## src/bpr_pkg.sv

```systemverilog
// Package: shared types and constants for the bitmap pixel row serializer.
package bpr_pkg;

    // Register indexes on the configuration port (byte address bit 2).
    localparam logic REG_ROW_WIDTH    = 1'b0;
    localparam logic REG_PIXEL_FORMAT = 1'b1;

    // Pixel formats.
    localparam logic FMT_MONO = 1'b0;
    localparam logic FMT_BGR  = 1'b1;

    localparam int          ROW_WIDTH_BITS  = 13;
    localparam logic [12:0] ROW_WIDTH_RESET = 13'd1;

    // Data byte counts carried by one command.
    localparam logic [1:0] NDATA_MONO = 2'd1;
    localparam logic [1:0] NDATA_BGR  = 2'd3;

    // One command: the bytes that one color pixel, or one packed byte of 1-bit pixels, causes.
    typedef struct packed {
        logic [7:0] data0;
        logic [7:0] data1;
        logic [7:0] data2;
        logic [1:0] ndata;
        logic [1:0] npad;
        logic       row_end;
    } cmd_t;

    // Row setup handed from the register file to the front end.
    typedef struct packed {
        logic       fmt_bgr;
        logic [1:0] pad;
        logic       clear;
    } row_cfg_t;

endpackage

```

## src/bpr_front.sv

```systemverilog
// Front end: takes pixels, tracks the column and packs bits into commands.
module bpr_front #(
    parameter int CW = 12
) (
    input  logic              aclk,
    input  logic              aresetn,
    input  bpr_pkg::row_cfg_t cfg,
    input  logic [CW-1:0]     last_col,
    input  logic              s_valid,
    output logic              s_ready,
    input  logic              s_pixel_on,
    input  logic [7:0]        s_red,
    input  logic [7:0]        s_green,
    input  logic [7:0]        s_blue,
    output logic              push,
    output bpr_pkg::cmd_t     push_cmd,
    input  logic              q_ready
);

    logic [CW-1:0] column_reg, column_next;
    logic [2:0]    bit_pos_reg, bit_pos_next;
    logic [7:0]    acc_reg, acc_next;
    logic          accept;
    logic          row_end;
    logic [7:0]    acc_merged;
    logic          flush;

    assign s_ready    = q_ready;
    assign accept     = s_valid && s_ready;
    assign row_end    = (column_reg == last_col);
    assign acc_merged = acc_reg | ({7'b0, s_pixel_on} << (3'd7 - bit_pos_reg));
    assign flush      = (bit_pos_reg == 3'd7) || row_end;

    always_comb begin
        column_next        = column_reg;
        bit_pos_next       = bit_pos_reg;
        acc_next           = acc_reg;
        push               = 1'b0;
        push_cmd.data0     = acc_merged;
        push_cmd.data1     = s_green;
        push_cmd.data2     = s_red;
        push_cmd.ndata     = bpr_pkg::NDATA_MONO;
        push_cmd.npad      = row_end ? cfg.pad : 2'd0;
        push_cmd.row_end   = row_end;
        if (cfg.fmt_bgr) begin
            push_cmd.data0 = s_blue;
            push_cmd.ndata = bpr_pkg::NDATA_BGR;
        end
        if (cfg.clear) begin
            column_next  = '0;
            bit_pos_next = '0;
            acc_next     = '0;
        end else if (accept) begin
            column_next = row_end ? '0 : column_reg + 1'b1;
            if (cfg.fmt_bgr) begin
                push = 1'b1;
            end else if (flush) begin
                push         = 1'b1;
                acc_next     = '0;
                bit_pos_next = '0;
            end else begin
                acc_next     = acc_merged;
                bit_pos_next = bit_pos_reg + 3'd1;
            end
        end
    end

    always_ff @(posedge aclk) begin
        if (!aresetn) begin
            column_reg  <= '0;
            bit_pos_reg <= '0;
            acc_reg     <= '0;
        end else begin
            column_reg  <= column_next;
            bit_pos_reg <= bit_pos_next;
            acc_reg     <= acc_next;
        end
    end

    // A row end always sends at least one byte.
    a_row_end_push: assert property (@(posedge aclk) disable iff (!aresetn)
        (accept && row_end && !cfg.clear) |-> push)
        else $error("row end without a command");

    // Color mode never leaves packing state behind.
    a_bgr_no_pack: assert property (@(posedge aclk) disable iff (!aresetn)
        cfg.fmt_bgr |-> (bit_pos_reg == 3'd0 && acc_reg == 8'd0))
        else $error("packing state left in color mode");

    // Column stays inside the configured row.
    a_column_range: assert property (@(posedge aclk) disable iff (!aresetn)
        column_reg <= last_col)
        else $error("column past row end");

endmodule

```

## src/bpr_cmd_queue.sv

```systemverilog
// Command queue: two-entry FIFO between the front and back ends.
module bpr_cmd_queue (
    input  logic          aclk,
    input  logic          aresetn,
    input  logic          push,
    input  bpr_pkg::cmd_t push_cmd,
    output logic          ready,
    input  logic          pop,
    output logic          head_valid,
    output bpr_pkg::cmd_t head_cmd
);

    bpr_pkg::cmd_t entry_reg [2];
    logic       wr_ptr_reg, wr_ptr_next;
    logic       rd_ptr_reg, rd_ptr_next;
    logic [1:0] count_reg, count_next;
    logic       do_push, do_pop;

    assign ready      = (count_reg != 2'd2);
    assign head_valid = (count_reg != 2'd0);
    assign head_cmd   = entry_reg[rd_ptr_reg];
    assign do_push    = push && ready;
    assign do_pop     = pop && head_valid;

    always_comb begin
        wr_ptr_next = wr_ptr_reg + do_push;
        rd_ptr_next = rd_ptr_reg + do_pop;
        count_next  = count_reg + {1'b0, do_push} - {1'b0, do_pop};
    end

    always_ff @(posedge aclk) begin
        if (do_push) begin
            entry_reg[wr_ptr_reg] <= push_cmd;
        end
    end

    always_ff @(posedge aclk) begin
        if (!aresetn) begin
            wr_ptr_reg <= 1'b0;
            rd_ptr_reg <= 1'b0;
            count_reg  <= 2'd0;
        end else begin
            wr_ptr_reg <= wr_ptr_next;
            rd_ptr_reg <= rd_ptr_next;
            count_reg  <= count_next;
        end
    end

endmodule

```

## src/bpr_back.sv

```systemverilog
// Back end: walks each command byte by byte into the output register.
module bpr_back (
    input  logic          aclk,
    input  logic          aresetn,
    input  logic          head_valid,
    input  bpr_pkg::cmd_t head_cmd,
    output logic          pop,
    output logic          m_valid,
    input  logic          m_ready,
    output logic [7:0]    m_data_byte,
    output logic          m_row_done,
    output logic          m_run_last
);

    logic [2:0] idx_reg, idx_next;
    logic       valid_reg, valid_next;
    logic [7:0] data_reg, data_next;
    logic       row_done_reg, row_done_next;
    logic       run_last_reg, run_last_next;
    logic       slot_free;
    logic       load;
    logic [2:0] total;
    logic       last;
    logic [7:0] cur_byte;

    assign slot_free = !valid_reg || m_ready;
    assign load      = slot_free && head_valid;
    assign total     = {1'b0, head_cmd.ndata} + {1'b0, head_cmd.npad};
    assign last      = (idx_reg == total - 3'd1);
    assign pop       = load && last;

    always_comb begin
        cur_byte = 8'd0;
        if (idx_reg < {1'b0, head_cmd.ndata}) begin
            case (idx_reg)
                3'd0:    cur_byte = head_cmd.data0;
                3'd1:    cur_byte = head_cmd.data1;
                3'd2:    cur_byte = head_cmd.data2;
                default: cur_byte = 8'd0;
            endcase
        end
    end

    always_comb begin
        idx_next      = idx_reg;
        valid_next    = valid_reg;
        data_next     = data_reg;
        row_done_next = row_done_reg;
        run_last_next = run_last_reg;
        if (load) begin
            valid_next    = 1'b1;
            data_next     = cur_byte;
            row_done_next = last && head_cmd.row_end;
            run_last_next = last;
            idx_next      = last ? 3'd0 : idx_reg + 3'd1;
        end else if (m_ready) begin
            valid_next = 1'b0;
        end
    end

    always_ff @(posedge aclk) begin
        if (!aresetn) begin
            idx_reg   <= 3'd0;
            valid_reg <= 1'b0;
        end else begin
            idx_reg   <= idx_next;
            valid_reg <= valid_next;
        end
    end

    always_ff @(posedge aclk) begin
        data_reg     <= data_next;
        row_done_reg <= row_done_next;
        run_last_reg <= run_last_next;
    end

    assign m_valid     = valid_reg;
    assign m_data_byte = data_reg;
    assign m_row_done  = row_done_reg;
    assign m_run_last  = run_last_reg;

    // The row's last byte is always the last byte of its command.
    a_row_done_last: assert property (@(posedge aclk) disable iff (!aresetn)
        (valid_reg && row_done_reg) |-> run_last_reg)
        else $error("row done on a non-final byte");

    // A command in progress keeps its queue entry.
    a_mid_run_head: assert property (@(posedge aclk) disable iff (!aresetn)
        (idx_reg != 3'd0) |-> head_valid)
        else $error("byte index set with empty queue");

    // No command runs past six bytes.
    a_idx_range: assert property (@(posedge aclk) disable iff (!aresetn)
        idx_reg <= 3'd5)
        else $error("byte index out of range");

endmodule

```

## src/bmp_pixel_row_serializer.sv

```systemverilog
// Top level: register file plus front end, command queue and back end.
// Path: a pixel accepted by the front end goes into a command in the queue, and the back end
// loads its bytes one by one into its output register. Throughput: one byte per cycle on
// the output while m_ready is high and the queue holds a command; a 24-bit pixel gives three
// bytes, a row end adds up to three padding bytes, and 1-bit pixels are taken one per cycle while the queue has room.
// Reset (aresetn low, synchronous): row width 1, 1-bit format, empty queue, fresh row.
module bmp_pixel_row_serializer #(
    parameter int MAX_WIDTH = 4096
) (
    input  logic        aclk,
    input  logic        aresetn,
    // configuration port
    input  logic        psel,
    input  logic        penable,
    input  logic        pwrite,
    input  logic [2:0]  paddr,
    input  logic [31:0] pwdata,
    output logic [31:0] prdata,
    output logic        pready,
    // pixel input
    input  logic        s_valid,
    output logic        s_ready,
    input  logic        s_pixel_on,
    input  logic [7:0]  s_red,
    input  logic [7:0]  s_green,
    input  logic [7:0]  s_blue,
    // byte output
    output logic        m_valid,
    input  logic        m_ready,
    output logic [7:0]  m_data_byte,
    output logic        m_row_done,
    output logic        m_run_last
);

    localparam int CW = $clog2(MAX_WIDTH);

    // Raw register values, read back as written.
    logic [12:0]   row_width_reg;
    logic          pixel_format_reg;
    // Row geometry derived at write time: last column and pad counts per format.
    logic [CW-1:0] last_col_reg, last_col_next;
    logic [1:0]    pad_mono_reg, pad_mono_next;
    logic [1:0]    pad_bgr_reg, pad_bgr_next;

    logic          wr_en;
    logic          reg_sel;
    logic [31:0]   wr_width;
    logic [31:0]   row_bytes_mono;

    bpr_pkg::row_cfg_t cfg;
    logic              push;
    bpr_pkg::cmd_t     push_cmd;
    logic              q_ready;
    logic              pop;
    logic              head_valid;
    bpr_pkg::cmd_t     head_cmd;

    assign pready  = 1'b1;
    assign wr_en   = psel && penable && pwrite && pready;
    assign reg_sel = paddr[2];

    // Read back: hold the raw register contents.
    always_comb begin
        unique case (reg_sel)
            bpr_pkg::REG_ROW_WIDTH:    prdata = {19'd0, row_width_reg};
            bpr_pkg::REG_PIXEL_FORMAT: prdata = {31'd0, pixel_format_reg};
            default:                   prdata = 32'd0;
        endcase
    end

    // Effective width of a new row_width value: zero counts as one, clamp to MAX_WIDTH.
    always_comb begin
        wr_width = {19'd0, pwdata[12:0]};
        if (wr_width == 32'd0) begin
            wr_width = 32'd1;
        end else if (wr_width > 32'(MAX_WIDTH)) begin
            wr_width = 32'(MAX_WIDTH);
        end
        row_bytes_mono = (wr_width + 32'd7) >> 3;
        last_col_next  = CW'(wr_width - 32'd1);
        // 3*w mod 4 mirrors w mod 4, so the color pad is just the low two bits.
        pad_bgr_next   = wr_width[1:0];
        pad_mono_next  = 2'd0 - row_bytes_mono[1:0];
    end

    always_ff @(posedge aclk) begin
        if (!aresetn) begin
            row_width_reg    <= bpr_pkg::ROW_WIDTH_RESET;
            pixel_format_reg <= bpr_pkg::FMT_MONO;
            last_col_reg     <= '0;
            pad_mono_reg     <= 2'd3;
            pad_bgr_reg      <= 2'd1;
        end else if (wr_en) begin
            case (reg_sel)
                bpr_pkg::REG_ROW_WIDTH: begin
                    row_width_reg <= pwdata[12:0];
                    last_col_reg  <= last_col_next;
                    pad_mono_reg  <= pad_mono_next;
                    pad_bgr_reg   <= pad_bgr_next;
                end
                default: begin
                    pixel_format_reg <= pwdata[0];
                end
            endcase
        end
    end

    // Any register write starts a new row and drops a partial byte.
    assign cfg.fmt_bgr = (pixel_format_reg == bpr_pkg::FMT_BGR);
    assign cfg.pad     = cfg.fmt_bgr ? pad_bgr_reg : pad_mono_reg;
    assign cfg.clear   = wr_en;

    bpr_front #(
        .CW(CW)
    ) u_front (
        .aclk       (aclk),
        .aresetn    (aresetn),
        .cfg        (cfg),
        .last_col   (last_col_reg),
        .s_valid    (s_valid),
        .s_ready    (s_ready),
        .s_pixel_on (s_pixel_on),
        .s_red      (s_red),
        .s_green    (s_green),
        .s_blue     (s_blue),
        .push       (push),
        .push_cmd   (push_cmd),
        .q_ready    (q_ready)
    );

    bpr_cmd_queue u_queue (
        .aclk       (aclk),
        .aresetn    (aresetn),
        .push       (push),
        .push_cmd   (push_cmd),
        .ready      (q_ready),
        .pop        (pop),
        .head_valid (head_valid),
        .head_cmd   (head_cmd)
    );

    bpr_back u_back (
        .aclk        (aclk),
        .aresetn     (aresetn),
        .head_valid  (head_valid),
        .head_cmd    (head_cmd),
        .pop         (pop),
        .m_valid     (m_valid),
        .m_ready     (m_ready),
        .m_data_byte (m_data_byte),
        .m_row_done  (m_row_done),
        .m_run_last  (m_run_last)
    );

endmodule
```

## config.mk

```make
export PLATFORM = sky130hd
export DESIGN_NAME = bmp_pixel_row_serializer
export DESIGN_NICKNAME = d
export VERILOG_FILES = /design/src/bpr_pkg.sv /design/src/bpr_front.sv /design/src/bpr_cmd_queue.sv /design/src/bpr_back.sv /design/src/bmp_pixel_row_serializer.sv
export SDC_FILE = /design/constraint.sdc
export NUM_CORES = 1
export LEC_CHECK = 0
export BUFFER_PORTS_ARGS = -buffer_cell sky130_fd_sc_hd__buf_2
export CAP_MARGIN = 15
export CORE_MARGIN = 10
export CORE_UTILIZATION = 51
export DETAILED_ROUTE_END_ITERATION = 10
export GPL_TIMING_DRIVEN = 0
export PLACE_DENSITY = 0.83
export SLEW_MARGIN = 20
export SYNTH_ARGS = -nofsm -noshare
export SYNTH_HDL_FRONTEND = slang
export SYNTH_HIERARCHICAL = 1
export SYNTH_SLANG_ARGS = --single-unit
```

## constraint.sdc

```tcl
create_clock -name aclk -period 2.8 [get_ports aclk]
set_input_delay 0.56 -clock aclk [delete_from_list [all_inputs] [get_ports aclk]]
set_output_delay 0.56 -clock aclk [all_outputs]
set_load 0.02 [all_outputs]
```

==> impl_metrics.ini, run 1 <==
[place]
dp_cells = 818
io_buffers = 52
dp_hpwl_mm = 9.829
pre_cts_slack_ns = -0.3279
gp_congestion = 0.8774
postPlaceCellArea_um2 = 6915

[clock_network]
cts_tree = done
cts_root_buf = clkbuf_16
cts.sink_count = 130
numCtsBuffers = 17
clk-insertion-delay-late_ns = 0.42
hold_buffers = 0
clock_path_buffers = 2
path_clk_slew_ns = 0.06
cts_max_level = 4

[yosys]
synth_area_per_cell_um2 = 10.98
synthCells = 580
synth-edff-count = 68
synth-seq-cells = 130
ys_seq_area_share_pct = 51.53
synthFlopType = edfxtp_1
async_flop_share_pct = 0
ys_warn_count = 6
syn_area_um2 = 6371
synth.distinct_cells = 66

[pwr]
p_per_area_nw_per_um2 = 665.2
p_leak_nw = 2.968
total_power_w = 0.005142
peakVddDrop_uv = 386.9

[floorplan]
start_util_pct = 52.60
io_pins = 112
dieArea_um2 = 17360
die_h_um = 131.8
core_um2 = 12110
placementRows = 40
die_x_um = 131.8

[final_layout]
syn_to_final_growth_pct = 21.33
final_cells = 864
n_antenna_cell = 0
final_common_cell = edfxtp_1
final_cell_mix = edfxtp_1 (68), nand2_1 (62), dfxtp_1 (61)
drive_gt1_share_pct = 29.89
final_nets = 764
fin_area_um2 = 7730
largest_reg_flops = 58

[sta]
finalSetupViolCount = 0
finalCritPeriodShare_pct = 96.52
slew_viol_final = 0
tightest_slew_ns = 0.8035
period_minus_slack_ns = 2.703
slew_headroom_pct = 45.68
hold_viol = 0
fin_skew_ns = 0.01141
whs_ns = 0.3261
fmax_mhz = 370.0
finalWorstSetupSlack_ns = 0.09749

[global_route]
antenna_found_initial = 0
grt_max_degree = 30
grt_pass1_vias = 4837
grt_pass1_wl_mm = 23.78
overflow = 0
grtUsageTotal_pct = 16.54

[routing]
firstDrtPassIters = 5
via_per_inst = 5.385
drt_iter0_markers = 404
drt-total-wl_mm = 14.37
drcViolationCount = 0
vias = 4653
wl_per_cell_um = 16.63
ant_nets = 0

[critical_path]
endpoint_kind = flip-flop
cp.required_ns = 3.11
crit_arrival_ns = 3.01
critPathMaxFanout = 6
start_kind = flip-flop
worst-setup-path-type = reg2reg

[status]
status = complete, no violations

[min_path]
hold_path.class = in2reg

[flow_run]
maxCapViolations = 0
-- final timing paths --
path | start | endpoint | slack [ns] | cells past startpoint
worst min-delay path | s_green[7] | u_queue/entry_reg[1][20] | 0.33 | 1
worst max-delay path | flip-flop | u_queue/count_reg[0] | 0.1 | 14
worst max register to register | flip-flop | u_queue/count_reg[0] | 0.1 | 14
worst min register to register | pad_bgr_reg[0] | pad_bgr_reg[0] | 0.46 | 1
-- worst max-delay path, stage by stage (launching register included) --
cell and delay (ns):
dfxtp_2 0.34, buf_6 0.13, mux2_4 0.32, inv_4 0.08, ha_4 0.19, inv_2 0.06
ha_4 0.20, xor2_2 0.16, nor3_4 0.21, and2_4 0.20, buf_6 0.11, o21ai_2 0.05
nor2_1 0.13, ha_2 0.28, and2_1 0.14
-- metrics by stage --
| step | utilization, % | setup TNS, ns |
|---|---|---|
| after floorplan | - | 0 |
| after detailed placement | 57.10 | -5.190 |
| after CTS | 63.24 | -0.05557 |
| after global routing | 63.82 | -0.0009690 |
| final | 63.82 | 0 |
| after global placement | 57.07 | -27.96 |
-- routing by layer --
metal  GRT usage [%]  part of all wire, %
met1           18.36                   40
met2           29.36                   53
met3           4.764                  5.4
met4           5.995                  1.7
met5               0                    0
-- cells in the mapped netlist (all sizes together), types with 4 or more instances --
cell | instances | share of area [%]
edfxtp | 68 | 32
dfxtp | 62 | 19
nand2 | 62 | 3.7
buf | 48 | 5.8
nor2 | 37 | 2.2
mux2 | 32 | 5.7
xnor2 | 24 | 3.3
o21ai | 21 | 1.6
nor2b | 19 | 1.9
clkbuf | 17 | 1.0
a21boi | 15 | 1.8
a21oi | 15 | 1.2
nand3 | 15 | 1.2
ha | 14 | 2.7
inv | 12 | 0.71
a211oi | 9 | 1.1
and2 | 9 | 0.92
a222oi | 8 | 1.3
a31oi | 8 | 0.79
nor3 | 8 | 1.0
nand4 | 6 | 0.88
xor2 | 6 | 0.82
and3 | 4 | 0.39
o211a | 4 | 0.63
or2 | 4 | 0.39
or3 | 4 | 0.39
-- layout make-up --
class	instances	area, µm²
Tap cell	168	210.2
Fill cell	930	4382
Inverter	12	50.05
Clock inverter	15	181.4
Multi-Input combinational cell	391	2769
Clock buffer	17	425.4
Timing Repair Buffer	66	372.9
Buffer	65	436.7
Sequential cell	130	3284
-- power by group --
| group | switching, W | leakage, nW | internal (W) |
|---|---|---|---|
| registers | 0.0000412 | 1.13 | 0.00214 |
| logic | 0.000400 | 1.54 | 0.000307 |
| clock network | 0.000845 | 0.293 | 0.00141 |
| total | 0.00129 | 2.97 | 0.00386 |
-- kinds of logic after synthesis --
kind of cell / Yosys count / synth area share (%)
AO/OA/AOI/OAI: 105 / 12.02
XOR/XNOR: 31 / 4.497
adder cells (fa/ha/maj): 14 / 2.749
buffers and inverters: 77 / 7.463
flip-flops: 130 / 51.53
multiplexers: 35 / 6.127
other: 3 / 0.1767
AND/OR/NAND/NOR: 185 / 15.44
-- repair_timing --
action	4_1_cts	5_1_grt
buffers inserted	7	7
pin swaps	6	4
endpoints found under the setup margin	61	62
resized for setup	22	5
(Power assumes the default switching activity.)
==> run 2, diff against run 1 <==
--- a/config.mk
+++ b/config.mk
@@ -11,7 +11,7 @@
 export CORE_UTILIZATION = 51
 export DETAILED_ROUTE_END_ITERATION = 10
 export GPL_TIMING_DRIVEN = 0
-export PLACE_DENSITY = 0.83
+export PLACE_DENSITY = 0.77
 export SLEW_MARGIN = 20
 export SYNTH_ARGS = -nofsm -noshare
 export SYNTH_HDL_FRONTEND = slang
==> run 2 against run 1 <==
Clock skew decreased by 0.0011 ns. Fmax fell by 2.5%. Final area shrank 1.5%. Worst setup slack got worse by 0.068 ns. Critical path depth grew 1. Clock power shrank 8%. Count of clock-buffer cells in the layout increased by 1. Non-clock buffer count shrank 4. Largest power group is now registers.
==> impl_metrics.ini, run 2 (synthesis results as in run 1) <==
[status]
status = complete, no violations

[critical_path]
critPathMaxFanout = 7
cp_cell_sequence = buf_6, mux2_2, inv_2, ha_1, inv_2, ha_4, xor2_2, nor3_4, and2_4, nand3_2, o21ai_2, nor2_1, ha_2, or2b_1, mux2i_1
crit_slowest_cell = dfxtp_2
r2r-end = u_queue/count_reg[1]
cp_num_cells = 15
path_common_cell = inv_2
crit_family = simple AND/OR/NAND/NOR gates
endpoint_kind = flip-flop
regToRegSetupSlack_ns = 0.03
endpoint = u_queue/count_reg[1]
cp.required_ns = 3.14
worst-setup-path-type = reg2reg
r2r_cells = 15
crit_arrival_ns = 3.11
start_kind = flip-flop
cp_num_buf_inv = 3
cp_slowest_stage_delay_ns = 0.35

[floorplan]
io_pins = 112
die_x_um = 131.8
placementRows = 40
start_util_pct = 52.60
die_h_um = 131.8
core_um2 = 12110
dieArea_um2 = 17360

[place]
pre_cts_slack_ns = -0.2986
io_buffers = 52
gp_congestion = 0.8508
dp_hpwl_mm = 9.617
dp_cells = 818

[routing]
wl_per_cell_um = 15.74
via_per_inst = 5.283
drcViolationCount = 0
drt-total-wl_mm = 13.54
vias = 4543
drt_iter0_markers = 380
ant_nets = 0
firstDrtPassIters = 8

[pwr]
p_per_area_nw_per_um2 = 645.1
p_leak_nw = 2.902
peakVddDrop_uv = 429.9

[clock_network]
numCtsBuffers = 17
cts.sink_count = 130
clock_path_buffers = 2
path_clk_slew_ns = 0.06
cts_max_level = 4
cts_root_buf = clkbuf_16
clk-insertion-delay-late_ns = 0.42
cts_tree = done
hold_buffers = 0

[min_path]
hold_start = s_green[6]
hold_path.class = in2reg

[global_route]
antenna_found_initial = 0
overflow = 0
grt_pass1_vias = 4653
grtUsageTotal_pct = 15.60
grt_pass1_wl_mm = 22.45
grt_max_degree = 30

[final_layout]
n_antenna_cell = 0
final_common_cell = edfxtp_1
drive_gt1_share_pct = 29.05
final_cell_mix = edfxtp_1 (68), nand2_1 (62), dfxtp_1 (61)
final_nets = 760
syn_to_final_growth_pct = 19.46
largest_reg_flops = 58
final_cells = 860

[sta]
finalCritPeriodShare_pct = 98.96
fmax_mhz = 360.9
hold_viol = 0
finalWorstSetupSlack_ns = 0.02920
rsz0062_at_grt = yes
period_minus_slack_ns = 2.771
slew_viol_final = 0
whs_ns = 0.3267
tightest_slew_ns = 0.6843
fin_setup_tns_ns = 0
slew_headroom_pct = 53.74
finalSetupViolCount = 0
fin_skew_ns = 0.01032

[flow_run]
maxCapViolations = 0
run 2: cell type report:
| class | count | area [µm²] |
|---|---|---|
| plain buffers | 65 | 436.7 |
| well taps | 168 | 210.2 |
| clock buffers | 18 | 429.2 |
| multi-input cells | 391 | 2736 |
| flip-flops and latches | 130 | 3284 |
| inverters | 12 | 45.04 |
| clock inverters | 14 | 130.1 |
| repair buffers | 62 | 339.1 |
| fillers | 984 | 4501 |
run 2: repair_timing:
item,CTS,global route
endpoints found under the hold margin,0,0
pin swaps,2,2
setup buffers,6,4
gates resized for setup,5,9
setup endpoints to repair,62,16
run 2: per-layer routing:
layer  vias up  part of all wire [%]  global-route usage [%]
met5         -                     0                       0
met4         0                   1.4                   6.180
met3        19                   4.1                   4.154
met2       121                    51                   26.82
met1      2171                    43                   18.07
li1       2232                     -                       -
run 2: per-stage QoR:
step / total power [W] / instance area [µm²] / utilization [%]
after floorplan: 0.002658 / 6441 / -
after global placement: 0.002793 / 6912 / 57.07
after detailed placement: 0.002819 / 6915 / 57.10
after CTS: 0.004928 / 7548 / 62.32
after global routing: 0.005116 / 7611 / 62.84
final: 0.004910 / 7611 / 62.84
run 2: report_power, final:
group          total, W  switching (W)  internal (W)
clock network   0.00207       0.000844       0.00123
registers       0.00218      0.0000388       0.00214
logic          0.000660       0.000378      0.000282
run 2: worst min path at each step:
stage                                to  cells after the start
4_1_cts        u_queue/entry_reg[0][19]                      1
3_3_place_gp             pad_bgr_reg[0]                      1
2_1_floorplan            pad_bgr_reg[0]                      1
5_1_grt        u_queue/entry_reg[0][14]                      1
3_5_place_dp             pad_bgr_reg[0]                      1
6_report       u_queue/entry_reg[1][19]                      1
